**src/rtl/core/afp_pkg.sv**
```systemverilog
package afp_pkg;

	// Unity gain in the 17-bit gain format with 16 fractional bits.
	localparam logic [16:0] GAIN_ONE = 17'h10000;

	// Signed 24-bit clip limits, held at the 35-bit width of the scaled sample.
	localparam logic signed [34:0] SAMPLE_MAX = 35'sd8388607;
	localparam logic signed [34:0] SAMPLE_MIN = -35'sd8388608;

	// The divider finds the top quotient bit when it starts,
	// then one bit in each step.
	localparam int unsigned DIV_STEPS = 16;
	localparam logic [3:0] DIV_LAST = 4'(DIV_STEPS - 1);

	// Register indexes, taken from paddr[2].
	localparam logic REG_TRACK_FRAMES = 1'b0;
	localparam logic REG_FADE_FRAMES = 1'b1;

	typedef enum logic [2:0] {
		ST_IDLE,
		ST_DIV,
		ST_GAIN,
		ST_MUL_LEFT,
		ST_MUL_RIGHT,
		ST_PACK
	} state_t;

	typedef enum logic [1:0] {
		MUL_GAIN,
		MUL_LEFT,
		MUL_RIGHT
	} mul_sel_t;

	typedef struct packed {
		logic capture;
		logic div_step;
		logic mul_en;
		mul_sel_t mul_sel;
		logic load_out;
	} cmd_t;

	typedef struct packed {
		logic rem_zero;
		logic fade_hit;
		logic div_done;
		logic out_busy;
	} status_t;

endpackage

```
**src/rtl/core/afp_ctrl.sv**
```systemverilog
module afp_ctrl (
	input  logic              clk,
	input  logic              arst_n,
	input  logic              in_valid,
	output logic              in_ready,
	input  afp_pkg::status_t  status,
	output afp_pkg::cmd_t     cmd
);

	afp_pkg::state_t state_q;
	afp_pkg::state_t state_d;

	always_ff @(posedge clk or negedge arst_n) begin
		if (!arst_n) begin
			state_q <= afp_pkg::ST_IDLE;
		end else begin
			state_q <= state_d;
		end
	end

	always_comb begin
		state_d = state_q;
		in_ready = 1'b0;
		cmd = '0;
		cmd.mul_sel = afp_pkg::MUL_GAIN;
		case (state_q)
			afp_pkg::ST_IDLE: begin
				in_ready = 1'b1;
				if (in_valid) begin
					cmd.capture = 1'b1;
					if (status.rem_zero) begin
						state_d = afp_pkg::ST_IDLE;
					end else if (status.fade_hit) begin
						state_d = afp_pkg::ST_DIV;
					end else begin
						state_d = afp_pkg::ST_MUL_LEFT;
					end
				end
			end
			afp_pkg::ST_DIV: begin
				cmd.div_step = 1'b1;
				if (status.div_done) begin
					state_d = afp_pkg::ST_GAIN;
				end
			end
			afp_pkg::ST_GAIN: begin
				cmd.mul_en = 1'b1;
				cmd.mul_sel = afp_pkg::MUL_GAIN;
				state_d = afp_pkg::ST_MUL_LEFT;
			end
			afp_pkg::ST_MUL_LEFT: begin
				cmd.mul_en = 1'b1;
				cmd.mul_sel = afp_pkg::MUL_LEFT;
				state_d = afp_pkg::ST_MUL_RIGHT;
			end
			afp_pkg::ST_MUL_RIGHT: begin
				cmd.mul_en = 1'b1;
				cmd.mul_sel = afp_pkg::MUL_RIGHT;
				state_d = afp_pkg::ST_PACK;
			end
			afp_pkg::ST_PACK: begin
				if (!status.out_busy) begin
					cmd.load_out = 1'b1;
					state_d = afp_pkg::ST_IDLE;
				end
			end
			default: begin
				state_d = afp_pkg::ST_IDLE;
			end
		endcase
	end

endmodule

```
**src/rtl/core/afp_dp.sv**
```systemverilog
module afp_dp (
	input  logic                clk,
	input  logic                arst_n,
	input  logic                load_remaining,
	input  logic [31:0]         track_frames,
	input  logic [23:0]         fade_frames,
	input  logic signed [31:0]  left_in,
	input  logic signed [31:0]  right_in,
	input  afp_pkg::cmd_t       cmd,
	output afp_pkg::status_t    status,
	output logic                out_valid,
	input  logic                out_ready,
	output logic signed [15:0]  left_out,
	output logic signed [15:0]  right_out,
	output logic                last_frame
);

	logic [31:0]        remaining_q;
	logic signed [31:0] left_q;
	logic signed [31:0] right_q;
	logic               last_q;
	logic [23:0]        div_rem_q;
	logic [16:0]        quot_q;
	logic [3:0]         div_cnt_q;
	logic [16:0]        gain_q;
	logic signed [50:0] prod_left_q;
	logic signed [50:0] prod_right_q;
	logic               out_valid_q;
	logic [15:0]        left_out_q;
	logic [15:0]        right_out_q;
	logic               last_out_q;

	logic [23:0]        rem_init;
	logic               quot_top;
	logic [24:0]        div_trial;
	logic [24:0]        div_diff;
	logic               div_ge;
	logic signed [32:0] mul_a;
	logic signed [17:0] mul_b;
	logic signed [50:0] mul_p;

	// Scale back by 2^16, clip to signed 24 bits and keep the top 16 of them.
	function automatic logic [15:0] clip_pack(input logic signed [50:0] p);
		logic signed [34:0] s;
		logic [23:0]        c;
		s = signed'(p[50:16]);
		if (s > afp_pkg::SAMPLE_MAX) begin
			c = 24'h7FFFFF;
		end else if (s < afp_pkg::SAMPLE_MIN) begin
			c = 24'h800000;
		end else begin
			c = s[23:0];
		end
		return c[23:8];
	endfunction

	assign status.rem_zero = (remaining_q == 32'd0);
	assign status.fade_hit = (fade_frames != 24'd0) && (remaining_q <= {8'd0, fade_frames});
	assign status.div_done = (div_cnt_q == afp_pkg::DIV_LAST);
	assign status.out_busy = out_valid_q && !out_ready;

	// Inside the fade window r never exceeds fade_frames, so the top quotient
	// bit is set only when the two are equal.
	assign quot_top = (remaining_q[23:0] >= fade_frames);
	assign rem_init = quot_top ? (remaining_q[23:0] - fade_frames) : remaining_q[23:0];

	assign div_trial = {div_rem_q, 1'b0};
	assign div_diff  = div_trial - {1'b0, fade_frames};
	assign div_ge    = (div_trial >= {1'b0, fade_frames});

	always_comb begin
		case (cmd.mul_sel)
			afp_pkg::MUL_GAIN: begin
				mul_a = signed'({16'd0, quot_q});
				mul_b = signed'({1'b0, quot_q});
			end
			afp_pkg::MUL_LEFT: begin
				mul_a = {left_q[31], left_q};
				mul_b = signed'({1'b0, gain_q});
			end
			afp_pkg::MUL_RIGHT: begin
				mul_a = {right_q[31], right_q};
				mul_b = signed'({1'b0, gain_q});
			end
			default: begin
				mul_a = '0;
				mul_b = '0;
			end
		endcase
	end

	assign mul_p = 51'(mul_a) * 51'(mul_b);

	always_ff @(posedge clk or negedge arst_n) begin
		if (!arst_n) begin
			remaining_q <= '0;
			div_cnt_q <= '0;
			out_valid_q <= 1'b0;
		end else begin
			if (load_remaining) begin
				remaining_q <= track_frames;
			end else if (cmd.capture && !status.rem_zero) begin
				remaining_q <= remaining_q - 32'd1;
			end
			if (cmd.capture) begin
				div_cnt_q <= '0;
			end else if (cmd.div_step) begin
				div_cnt_q <= div_cnt_q + 4'd1;
			end
			if (cmd.load_out) begin
				out_valid_q <= 1'b1;
			end else if (out_ready) begin
				out_valid_q <= 1'b0;
			end
		end
	end

	always_ff @(posedge clk) begin
		if (cmd.capture) begin
			left_q <= left_in;
			right_q <= right_in;
			last_q <= (remaining_q == 32'd1);
			gain_q <= afp_pkg::GAIN_ONE;
			quot_q <= {16'd0, quot_top};
			div_rem_q <= rem_init;
		end else if (cmd.div_step) begin
			quot_q <= {quot_q[15:0], div_ge};
			div_rem_q <= div_ge ? div_diff[23:0] : div_trial[23:0];
		end
		if (cmd.mul_en) begin
			case (cmd.mul_sel)
				afp_pkg::MUL_GAIN: begin
					gain_q <= mul_p[32:16];
				end
				afp_pkg::MUL_LEFT: begin
					prod_left_q <= mul_p;
				end
				afp_pkg::MUL_RIGHT: begin
					prod_right_q <= mul_p;
				end
				default: begin
					gain_q <= gain_q;
				end
			endcase
		end
		if (cmd.load_out) begin
			left_out_q <= clip_pack(prod_left_q);
			right_out_q <= clip_pack(prod_right_q);
			last_out_q <= last_q;
		end
	end

	assign out_valid  = out_valid_q;
	assign left_out   = signed'(left_out_q);
	assign right_out  = signed'(right_out_q);
	assign last_frame = last_out_q;

endmodule

```
**src/rtl/core/audio_fade_out_and_pack_unit.sv**
```systemverilog
// Fade-out and 16-bit packing stage for a stereo audio stream.
// The input channel takes one stereo frame per beat (left_in, right_in, 32-bit signed
// samples); the output channel delivers one packed frame per beat (left_out, right_out
// and last_frame, which marks the final frame of the track).
// Software writes track_frames (address 0) and fade_frames (address 4) over the APB
// port while the stream is idle; writing track_frames reloads the frame counter.
// Within the last fade_frames frames the samples are scaled by a quadratic gain, then
// every sample is clipped to signed 24 bits and its top 16 bits are sent.
// A frame outside the fade window passes through the capture, left multiply, right
// multiply and pack states; a frame inside the window first runs the 16-step
// restoring divider that forms the fade position, then a gain state in which the shared
// multiplier squares it, and that multiplier then scales both channels. A new frame is
// taken as soon as the previous one has moved into the output register, not before.
// Once the counter reaches zero, input frames are consumed and give no output beat.
// After reset both registers are zero, so no output appears until track_frames is
// written. If the receiver stalls, the finished frame waits in the output register
// while the next frame is processed; that frame then waits in turn until the
// register is free.
module audio_fade_out_and_pack_unit (
	input  logic               clk,
	input  logic               arst_n,
	input  logic               psel,
	input  logic               penable,
	input  logic               pwrite,
	input  logic [2:0]         paddr,
	input  logic [31:0]        pwdata,
	output logic [31:0]        prdata,
	output logic               pready,
	input  logic               in_valid,
	output logic               in_ready,
	input  logic signed [31:0] left_in,
	input  logic signed [31:0] right_in,
	output logic               out_valid,
	input  logic               out_ready,
	output logic signed [15:0] left_out,
	output logic signed [15:0] right_out,
	output logic               last_frame
);

	logic [31:0] track_frames_q;
	logic [23:0] fade_frames_q;
	logic        reg_write;
	logic        load_remaining;

	afp_pkg::cmd_t    cmd;
	afp_pkg::status_t status;

	// Only address bit 2 picks the register; the byte offset within a word is ignored.
	assign pready = 1'b1;
	assign reg_write = psel && penable && pwrite;
	assign load_remaining = reg_write && (paddr[2] == afp_pkg::REG_TRACK_FRAMES);

	always_ff @(posedge clk or negedge arst_n) begin
		if (!arst_n) begin
			track_frames_q <= '0;
			fade_frames_q <= '0;
		end else if (reg_write) begin
			if (paddr[2] == afp_pkg::REG_TRACK_FRAMES) begin
				track_frames_q <= pwdata;
			end else begin
				fade_frames_q <= pwdata[23:0];
			end
		end
	end

	// Reads return the stored register value.
	always_comb begin
		if (paddr[2] == afp_pkg::REG_TRACK_FRAMES) begin
			prdata = track_frames_q;
		end else begin
			prdata = {8'd0, fade_frames_q};
		end
	end

	afp_ctrl u_ctrl (
		.clk      (clk),
		.arst_n   (arst_n),
		.in_valid (in_valid),
		.in_ready (in_ready),
		.status   (status),
		.cmd      (cmd)
	);

	afp_dp u_dp (
		.clk            (clk),
		.arst_n         (arst_n),
		.load_remaining (load_remaining),
		.track_frames   (pwdata),
		.fade_frames    (fade_frames_q),
		.left_in        (left_in),
		.right_in       (right_in),
		.cmd            (cmd),
		.status         (status),
		.out_valid      (out_valid),
		.out_ready      (out_ready),
		.left_out       (left_out),
		.right_out      (right_out),
		.last_frame     (last_frame)
	);

endmodule
```
**config.mk**
```make
export PLATFORM = sky130hd
export DESIGN_NAME = audio_fade_out_and_pack_unit
export DESIGN_NICKNAME = d
export VERILOG_FILES = /design/src/rtl/core/afp_pkg.sv /design/src/rtl/core/afp_ctrl.sv /design/src/rtl/core/afp_dp.sv /design/src/rtl/core/audio_fade_out_and_pack_unit.sv
export SDC_FILE = /design/constraint.sdc
export NUM_CORES = 2
export LEC_CHECK = 0
export BUFFER_PORTS_ARGS = -buffer_cell sky130_fd_sc_hd__buf_2
export CAP_MARGIN = 30
export CORE_MARGIN = 1.5
export CORE_UTILIZATION = 49
export DETAILED_ROUTE_END_ITERATION = 6
export PLACE_DENSITY = 0.73
export SYNTH_ARGS = -nofsm -noshare
export SYNTH_HDL_FRONTEND = slang
export SYNTH_HIERARCHICAL = 1
export SYNTH_SLANG_ARGS = --single-unit
```
**constraint.sdc**
```tcl
create_clock -name clk -period 10.4 [get_ports clk]
set_input_delay 0.52 -clock clk [delete_from_list [all_inputs] [get_ports clk]]
set_output_delay 0.52 -clock clk [all_outputs]
set_load 0.01 [all_outputs]
```
==> flow_metrics.tcl <==
set metrics [dict create \
    cap_viol_max_count 0 \
    start_util_pct 49.54 \
    final_area_um2 37160 \
    drt_iter0_markers 2185 \
    synth_cell_type_count 89 \
    die_w_um 266.3 \
    num_rows 96 \
    vias 24840 \
    grt_first_pass_wirelength_um 143200 \
    hpwl_um 71160 \
    cts_made_buffers 39 \
    holdPathStages 1 \
    core-area_um2 68590 \
    synthArstFlopShare_pct 31.37 \
    antenna_cells 0 \
    routedWlPerCell_um 19.95 \
    max_freq_mhz 105.4 \
    dpl_cell_area_um2 35870 \
    drive_gt1_share_pct 12.09 \
    final_cell_mix "662 x inv_1, 525 x fa_1, 458 x nand2_1, 295 x nor2_1, 194 x edfxtp_1" \
    muxShareOfSynthArea_pct 4.573 \
    max-slew-margin-rel_pct 33.63 \
    cts_resized 0 \
    antenna_found_initial 3 \
    regArea_um2 8548 \
    cellPowerDensity_nw_per_um2 312.4 \
    grt_max_degree 63 \
    grt_usage_pct 26.41 \
    power_switching_mw 6.070 \
    drc 0 \
    cts_tree "done" \
    vdd_drop_max_mv 0.2054 \
    ys_seq_area_share_pct 25.16 \
    setup_viol 0 \
    clock_path_buffers 3 \
    rsz0062_at_grt "false" \
    path_buf_inv 5 \
    finalWeightedCongestion 0.9593 \
    multiInputGateArea_um2 22390 \
    synthesis.nets 4262 \
    clock_skew_ns 0.03251 \
    tightest_slew_ns 0.9884 \
    io_buffers 170 \
    cp.required_ns 10.72 \
    first_global_vias 25760 \
    crit_top_cell "fa_1" \
    synth_edf_count 194 \
    synth_top_area_cell "fa_1" \
    arrival_ns 9.81 \
    hold_viol_final 0 \
    syn_avg_cell_area_um2 9.820 \
    nFillCells 5976 \
    synthXorXnorAreaFrac_pct 2.758 \
    slew_viol_final 0 \
    p_sw_share_pct 52.28 \
    die_area_um2 70930 \
    r2r_setup_slack_ns 0.91 \
    final_common_cell "inv_1" \
    path_delay_family "adder cells" \
    p_int_mw 5.541 \
    postLayoutSetupSlackWorst_ns 0.9110 \
    worstHoldPathType "input port to flip-flop" \
    cp_max_fo 18 \
    ys.flop_type "edfxtp_1" \
    pwr-share-comb_pct 70.4 \
    post_cts_buffers 0 \
    clockRootBuffer "clkbuf_16" \
    p_leak_nw 17.85 \
    area_delta_synth_final_pct 9.360 \
    outcome "finished clean" \
    critPathLaunchType "flip-flop" \
    nets 4386 \
    routed_wirelength_um 90680 \
    cp_slowest_stage_delay_ns 0.75 \
    fp.dieH_um 266.3 \
    num_io_pins 174 \
    yosysTopAreaCellShare_pct 30.93 \
    synth_area_um2 33980 \
    synthTopCellsByArea "fa_1 31%, edfxtp_1 17%, inv_1 7.3%" \
    synth_top_family_by_area "adder cells" \
    clk_latency_ns 0.60 \
    ys_ff_latch 306 \
    htree_levels 2 \
    fin_crit_sh_pct 91.24 \
    gr-total-overflow 0 \
    period_needed_ns 9.489 \
    ant_nets 0 \
    setup-tns-final_ns 0 \
    yosys.area_share.simple_pct 13.45 \
    pre_cts_slack_ns 1.128 \
    vias_per_cell 5.464 \
    seqPwrFrac_pct 18.2 \
    crit_path_end_kind "flip-flop" \
    synthCells 3460 \
    r2r_cells 28 \
    crit_type "flip-flop to flip-flop" \
    drt_pass1_iterations 6 \
    clock_sinks 306 \
    yosysWarnings 6 \
    yosys.area_share.adder_pct 37.23 \
    synth_compound_area_share_pct 7.722 \
    cp.depth 28 \
    clk_pin_slew_ns 0.06 \
    clkPwrFrac_pct 11.4 \
    hold_buffers 1 \
    cp_slowest_cell "ha_1" \
]
[metrics by stage]
stage	cells	hold WS, ns	utilization, %	power, mW
detailed placement	4472	0.4176	52.30	10.11
CTS	4545	0.07059	54.14	11.55
floorplan	3460	0.2244	-	7.677
finish	4546	0.09625	54.18	11.61
global route	4546	0.08629	54.18	12.65
global placement	4468	0.4054	52.21	9.948
[worst reg2reg max path: cells and delay by family, from the launching register on]
family	cells	cell delay, ns
compound gates	8	2.31
buf+inv	5	0.56
fa+ha+maj	8	4.20
simple gates	6	1.51
flops	1	0.48
xor+xnor	1	0.15
[cells by family (layout without fill, tap and decap cells)]
logic type / after synthesis / after routing
AO/OA/AOI/OAI: 388 / 388
XOR/XNOR: 107 / 107
adder cells (fa/ha/maj): 696 / 696
buffers and inverters: 806 / 961
flip-flops: 306 / 306
multiplexers: 134 / 134
other: 1 / 1
AND/OR/NAND/NOR: 1022 / 1022
[power groups by stage]
stage | combinational, mW | clock [mW] | sequential, mW
2_1_floorplan | 5.64 | 0 | 2.03
3_3_place_gp | 7.84 | 0 | 2.11
3_5_place_dp | 7.99 | 0 | 2.12
4_1_cts | 8.10 | 1.36 | 2.10
5_1_grt | 9.11 | 1.40 | 2.14
6_report | 8.17 | 1.33 | 2.11
[layer usage]
| layer | track usage [%] | routed length [um] | vias up |
|---|---|---|---|
| met3 | 5.749 | 9105 | 210 |
| met1 | 36.03 | 37200 | 12320 |
| met4 | 11.29 | 4244 | 2 |
| met5 | 0 | 13 | - |
| met2 | 40.74 | 40130 | 1146 |
| li1 | - | - | 11160 |
[Yosys cell counts (all sizes together), types with 3 or more instances]
library cell / instances
or3: 14
inv: 664
a211oi: 14
buf: 29
a21boi: 4
nand2b: 27
o21ai: 84
xor2: 39
dfrtp: 96
clkbuf: 113
and2: 28
nor2: 301
mux2: 83
dfxtp: 16
o211ai: 4
nor3: 40
nand4: 17
fa: 525
o21a: 4
o21bai: 10
a22oi: 40
a21oi: 95
nor3b: 3
a21o: 70
edfxtp: 194
or2: 15
nor4: 19
a22o: 22
o221ai: 4
and3: 13
ha: 171
nand3: 28
nand2: 464
a31o: 4
xnor2: 68
mux2i: 51
o31ai: 7
a31oi: 11
nor2b: 38
or4: 5
[cell type report]
cell class,count,area share (%)
Multi-Input combinational cell,2348,60.24
Clock inverter,21,0.5118
Timing Repair Buffer,225,3.542
Clock buffer,51,2.859
Tap cell,931,3.135
Inverter,664,6.707
Sequential cell,306,23.00
[worst paths after layout]
path                                    from                     to
setup / recovery           u_ctrl/state_q[1]  u_dp/prod_right_q[43]
hold / removal                   left_in[30]        u_dp/left_q[30]
setup reg to reg           u_ctrl/state_q[1]  u_dp/prod_right_q[43]
hold reg to reg                  u_dp/last_q        u_dp/last_frame
max in group asynchronous             arst_n      fade_frames_q[17]
min in group asynchronous             arst_n       fade_frames_q[5]
[flip-flops by register name, indices dropped and copies added, names as in the netlist, 17 cells and up]
| name | cells |
|---|---|
| u_dp/right_q | 32 |
| u_dp/prod_right_q | 27 |
| u_dp/quot_q | 17 |
| u_dp/left_q | 32 |
| u_dp/gain_q | 17 |
| u_dp/remaining_q | 32 |
| fade_frames_q | 24 |
| track_frames_q | 32 |
| u_dp/prod_left_q | 27 |
| u_dp/div_rem_q | 24 |
Power figures use the tool's default switching activity.
